File: src/rtl/core/kli_div.sv
module kli_div #(
  parameter int unsigned DW = 11
) (
  input  logic                 clk,
  input  logic                 rst,
  input  logic                 start,
  input  logic signed [32:0]   dividend,
  input  logic [DW-1:0]        divisor,
  output logic signed [33:0]   quo,
  output logic [DW-1:0]        rem,
  output logic                 done
);

  localparam int unsigned NB = 33;
  localparam int unsigned CW = $clog2(NB + 1);

  logic          running;
  logic          finish;
  logic [CW-1:0] cnt;
  logic          neg;
  logic [NB-1:0] qsh;
  logic [DW-1:0] part;
  logic [DW-1:0] dvs;
  logic [DW:0]   trial;
  logic          ge;

  // one quotient bit per cycle
  assign trial = {part, qsh[NB-1]};
  assign ge    = trial >= {1'b0, dvs};

  always_ff @(posedge clk) begin
    if (rst) begin
      running <= 1'b0;
      finish  <= 1'b0;
      done    <= 1'b0;
      cnt     <= '0;
    end else begin
      done   <= 1'b0;
      finish <= 1'b0;
      if (start) begin
        running <= 1'b1;
        cnt     <= CW'(NB);
        neg     <= dividend[32];
        qsh     <= dividend[32] ? NB'(-dividend) : NB'(dividend);
        part    <= '0;
        dvs     <= divisor;
      end else if (running) begin
        part <= ge ? DW'(trial - {1'b0, dvs}) : trial[DW-1:0];
        qsh  <= {qsh[NB-2:0], ge};
        cnt  <= cnt - 1'b1;
        if (cnt == CW'(1)) begin
          running <= 1'b0;
          finish  <= 1'b1;
        end
      end
      // turn truncated magnitude into floor quotient and nonnegative remainder
      if (finish) begin
        done <= 1'b1;
        if (neg && part != '0) begin
          quo <= -($signed({1'b0, qsh}) + 34'sd1);
          rem <= dvs - part;
        end else if (neg) begin
          quo <= -$signed({1'b0, qsh});
          rem <= '0;
        end else begin
          quo <= $signed({1'b0, qsh});
          rem <= part;
        end
      end
    end
  end

endmodule

File: config.mk
export PLATFORM = sky130hd
export DESIGN_NAME = kli_div
export DESIGN_NICKNAME = d
export VERILOG_FILES = /design/src/rtl/core/kli_div.sv
export SDC_FILE = /design/constraint.sdc
export NUM_CORES = 1
export LEC_CHECK = 0
export ABC_CLOCK_PERIOD_IN_PS = 5300
export BUFFER_PORTS_ARGS = -buffer_cell sky130_fd_sc_hd__buf_2
export CORE_MARGIN = 4
export CORE_UTILIZATION = 35
export DETAILED_ROUTE_END_ITERATION = 8
export PLACE_DENSITY = 0.58
export RECOVER_POWER = 25
export SETUP_SLACK_MARGIN = 0.3
export SLEW_MARGIN = 20
export SYNTH_ARGS = -nofsm -noshare
export SYNTH_HDL_FRONTEND = slang
export SYNTH_SLANG_ARGS = --single-unit
File: constraint.sdc
create_clock -name clk -period 5.3 [get_ports clk]
set_clock_uncertainty 0.05 [all_clocks]
set_input_delay 0.53 -clock clk [delete_from_list [all_inputs] [get_ports clk]]
set_output_delay 0.53 -clock clk [all_outputs]
set_load 0.01 [all_outputs]
==> out/metrics.yaml <==
outcome:
  status: "completed"
placed_design:
  dp.cells: 927
  place.gp.congestion: 0.907
  hpwl_um: 11700
  io_buffers: 92
  place_ws_ns: 2.23
yosys:
  ys_seq_elements: 110
  synth_largest_area_cell: "edfxtp_1"
  synth_fp_nets: 699
  yosysWarnings: 0
  netlist_area_mm2: 0.00651
  ys_async_sr_fraction_pct: 0
  yosys_most_used_dff: "edfxtp_1"
  yosys.cell_types.count: 56
  synth_edf_count: 101
  yosysTopAreaCellShare_pct: 46.6
  syn_avg_cell_area_um2: 10.4
  synthCells: 625
  yosysSeqAreaShare_pct: 49.3
  ys_top_cells_by_area: "edfxtp_1, xnor2_1, xor2_1"
hold_path:
  hold_path_depth: 1
  hp-class: "input port to flip-flop"
floorplan:
  die_height_um: 144
  die_area_mm2: 0.0209
  rows: 49
  core_mm2: 0.0181
  io_pins: 93
  initial_core_util_pct: 35.9
  die_width_um: 144
setup_path:
  cp.depth: 9
  path_common_cell: "a21oi_1"
  path_buf_inv: 1
  path_cells: "inv_1 > ha_1 > fa_1 > nand2b_1 > a21oi_1 > o21a_1 > o2111ai_1 > a211o_1 > a21oi_1"
  required_ns: 5.45
  worstPathArrival_ns: 3.10
  cp-start-kind: "flip-flop"
  critical_path_class: "flip-flop to flip-flop"
  crit_family: "compound AO/OA/AOI/OAI gates"
  crit_slowest_cell: "edfxtp_1"
  end_kind: "flip-flop"
  worstPathMaxFanout: 10
  cpPeakStageDelay_ns: 0.45
  reg2reg_depth: 9
layout:
  fill_cells: 1758
  ff_latch_area_mm2: 0.00321
  multi_input_area_mm2: 0.00309
  syn_to_final_growth_pct: 15.2
  drive_gt1_share_pct: 13.6
  stdcell_count: 945
  fin_nets: 783
job:
  cap_violations: 0
clocking:
  post_cts_buffers: 0
  cts_hold_buf: 0
  cts.repair.resized: 0
  max-clock-path-buffers: 2
  clkSinkCount: 110
  clk_latency_ns: 0.36
  cts-root-buf: "clkbuf_16"
  clk_pin_slew_worst_paths_ns: 0.07
  cts_buffers: 9
  h-tree-depth: 3
  tritoncts: "yes"
timing:
  fin_crit_ns: 2.95
  worst_slew_pin_slew_ns: 1.43
  setup_tns_ns: 0
  fmax_ghz: 0.339
  drv_slew: 0
  fin_ws_ns: 2.35
  slew_headroom_pct: 4.69
  final_hold_viol_count: 0
  hold_ws_ns: 0.295
  setup_viol: 0
  rsz0062_at_grt: "false"
  fin_crit_sh_pct: 55.7
global_routing:
  grt_pass1_wl_um: 25000
  grt_usage_pct: 15.2
  antenna_found_initial: 2
  grt_overflow_total: 0
  grt_pass1_vias: 4810
  grt_max_degree: 84
power:
  power.density_mw_per_mm2: 296
  p_leak_uw: 0.00271
  peakVddDrop_v: 0.000197
drt:
  antenna_left: 0
  wirelength_um: 15900
  vias: 5105
  initialDrtViolationCount: 346
  first_pass_iters: 8
  viasPerCell: 5.40
  drc: 0
  wl_per_cell_um: 16.9
==> where the power goes <==
part | leakage [uW] | internal, uW | switching, uW
Sequential | 0.00101 | 1010 | 47.7
Combinational | 0.00154 | 186 | 246
Clock | 0.000153 | 412 | 316
==> cell type report <==
| type | instances | share of cell area (%) |
|---|---|---|
| Clock buffer | 9 | 3.00 |
| Clock inverter | 6 | 1.15 |
| Antenna cell | 3 | 0.100 |
| Sequential cell | 110 | 42.8 |
| Tap cell | 229 | 3.82 |
| Timing Repair Buffer | 98 | 6.15 |
| Multi-Input combinational cell | 455 | 41.2 |
| Inverter | 35 | 1.75 |
==> cell families after synthesis <==
logic type | synth area share [%]
muxes | 0.326
AOI/OAI and AO/OA | 16.4
DFF | 49.3
xor gates and xnor gates | 10.5
and+or+nand+nor | 14.6
adders and majority gates | 5.42
buffers and inverters | 3.46
==> metrics by stage <==
stage / utilization (%) / area (um^2) / power, uW
2_1_floorplan: - / 6520 / 1390
3_3_place_gp: 39.8 / 7230 / 1490
3_5_place_dp: 39.8 / 7230 / 1500
4_1_cts: 41.5 / 7540 / 2230
5_1_grt: 41.3 / 7500 / 2320
6_report: 41.3 / 7500 / 2220
==> path summary, 6_finish.rpt <==
| check | slack [ns] | endpoint | start |
|---|---|---|---|
| setup / recovery | 2.35 | part[4]$_SDFFCE_PP0P_ | qsh[32]$_DFFE_PP_ |
| setup reg to reg | 2.35 | part[4]$_SDFFCE_PP0P_ | qsh[32]$_DFFE_PP_ |
| hold reg to reg | 0.42 | done$_SDFF_PP0_ | finish$_SDFF_PP0_ |
| hold / removal | 0.30 | dvs[9]$_DFFE_PP_ | divisor[9] |
==> worst register-to-register path, cell delays in order (launching register included) <==
cell and delay [ns]:
edfxtp_1 0.45, inv_1 0.07, ha_1 0.23, fa_1 0.41
nand2b_1 0.18, a21oi_1 0.30, o21a_1 0.22, o2111ai_1 0.36
a211o_1 0.39, a21oi_1 0.14
==> flip-flops by register name, summed over array words and instances (netlist names) <==
register  count
neg           1
quo          34
finish        1
dvs          11
done          1
rem          11
part         11
qsh          33
cnt           6
running       1
==> cells in the mapped netlist (3+ instances only) <==
library cell / number
or3_1: 9
clkbuf_1: 22
nor2_1: 57
a21o_1: 5
nor4_1: 11
a21oi_1: 53
nand4_1: 4
ha_1: 25
nand3_1: 21
o41ai_1: 6
o41ai_2: 5
nor3_1: 16
a31oi_1: 4
nor2b_1: 7
a211oi_1: 6
o31ai_1: 15
nand3b_1: 3
xnor2_1: 42
o21a_1: 6
and3_1: 5
a31o_2: 3
o21ai_1: 19
o211ai_1: 3
inv_1: 35
o21ai_0: 14
edfxtp_1: 101
or4_1: 6
a211o_1: 3
nand2_1: 33
buf_1: 3
nand2b_1: 6
xor2_1: 36
dfxtp_1: 9
==> cells in the final DEF (no fill, tap or decap), types with 3 or more instances in the layout <==
cell,instances
o41ai_2,5
or4_1,6
o31ai_1,15
a211oi_1,6
o211ai_1,3
nor2b_1,6
a21o_1,5
a31oi_1,4
buf_4,6
xor2_1,36
dfxtp_1,9
a31o_2,3
nand2b_1,6
o21a_1,6
edfxtp_1,101
nand4_1,4
xnor2_1,42
inv_1,35
clkbuf_1,35
nor2_1,56
nor3_1,16
nand3b_1,3
and3_1,5
nand2_1,33
nand3_1,21
clkbuf_16,9
buf_2,57
o21ai_0,14
diode_2,3
a21oi_1,53
a211o_1,3
ha_1,25
o41ai_1,6
or3_1,9
nor4_1,11
o21ai_1,19
==> layer usage <==
layer / share of wire (%) / global-route usage [%]
met2: 46 / 23.5
met3: 5.4 / 1.95
met4: 2.8 / 7.07
met1: 46 / 21.2
met5: 0 / 0
Power figures use the tool's default switching activity.
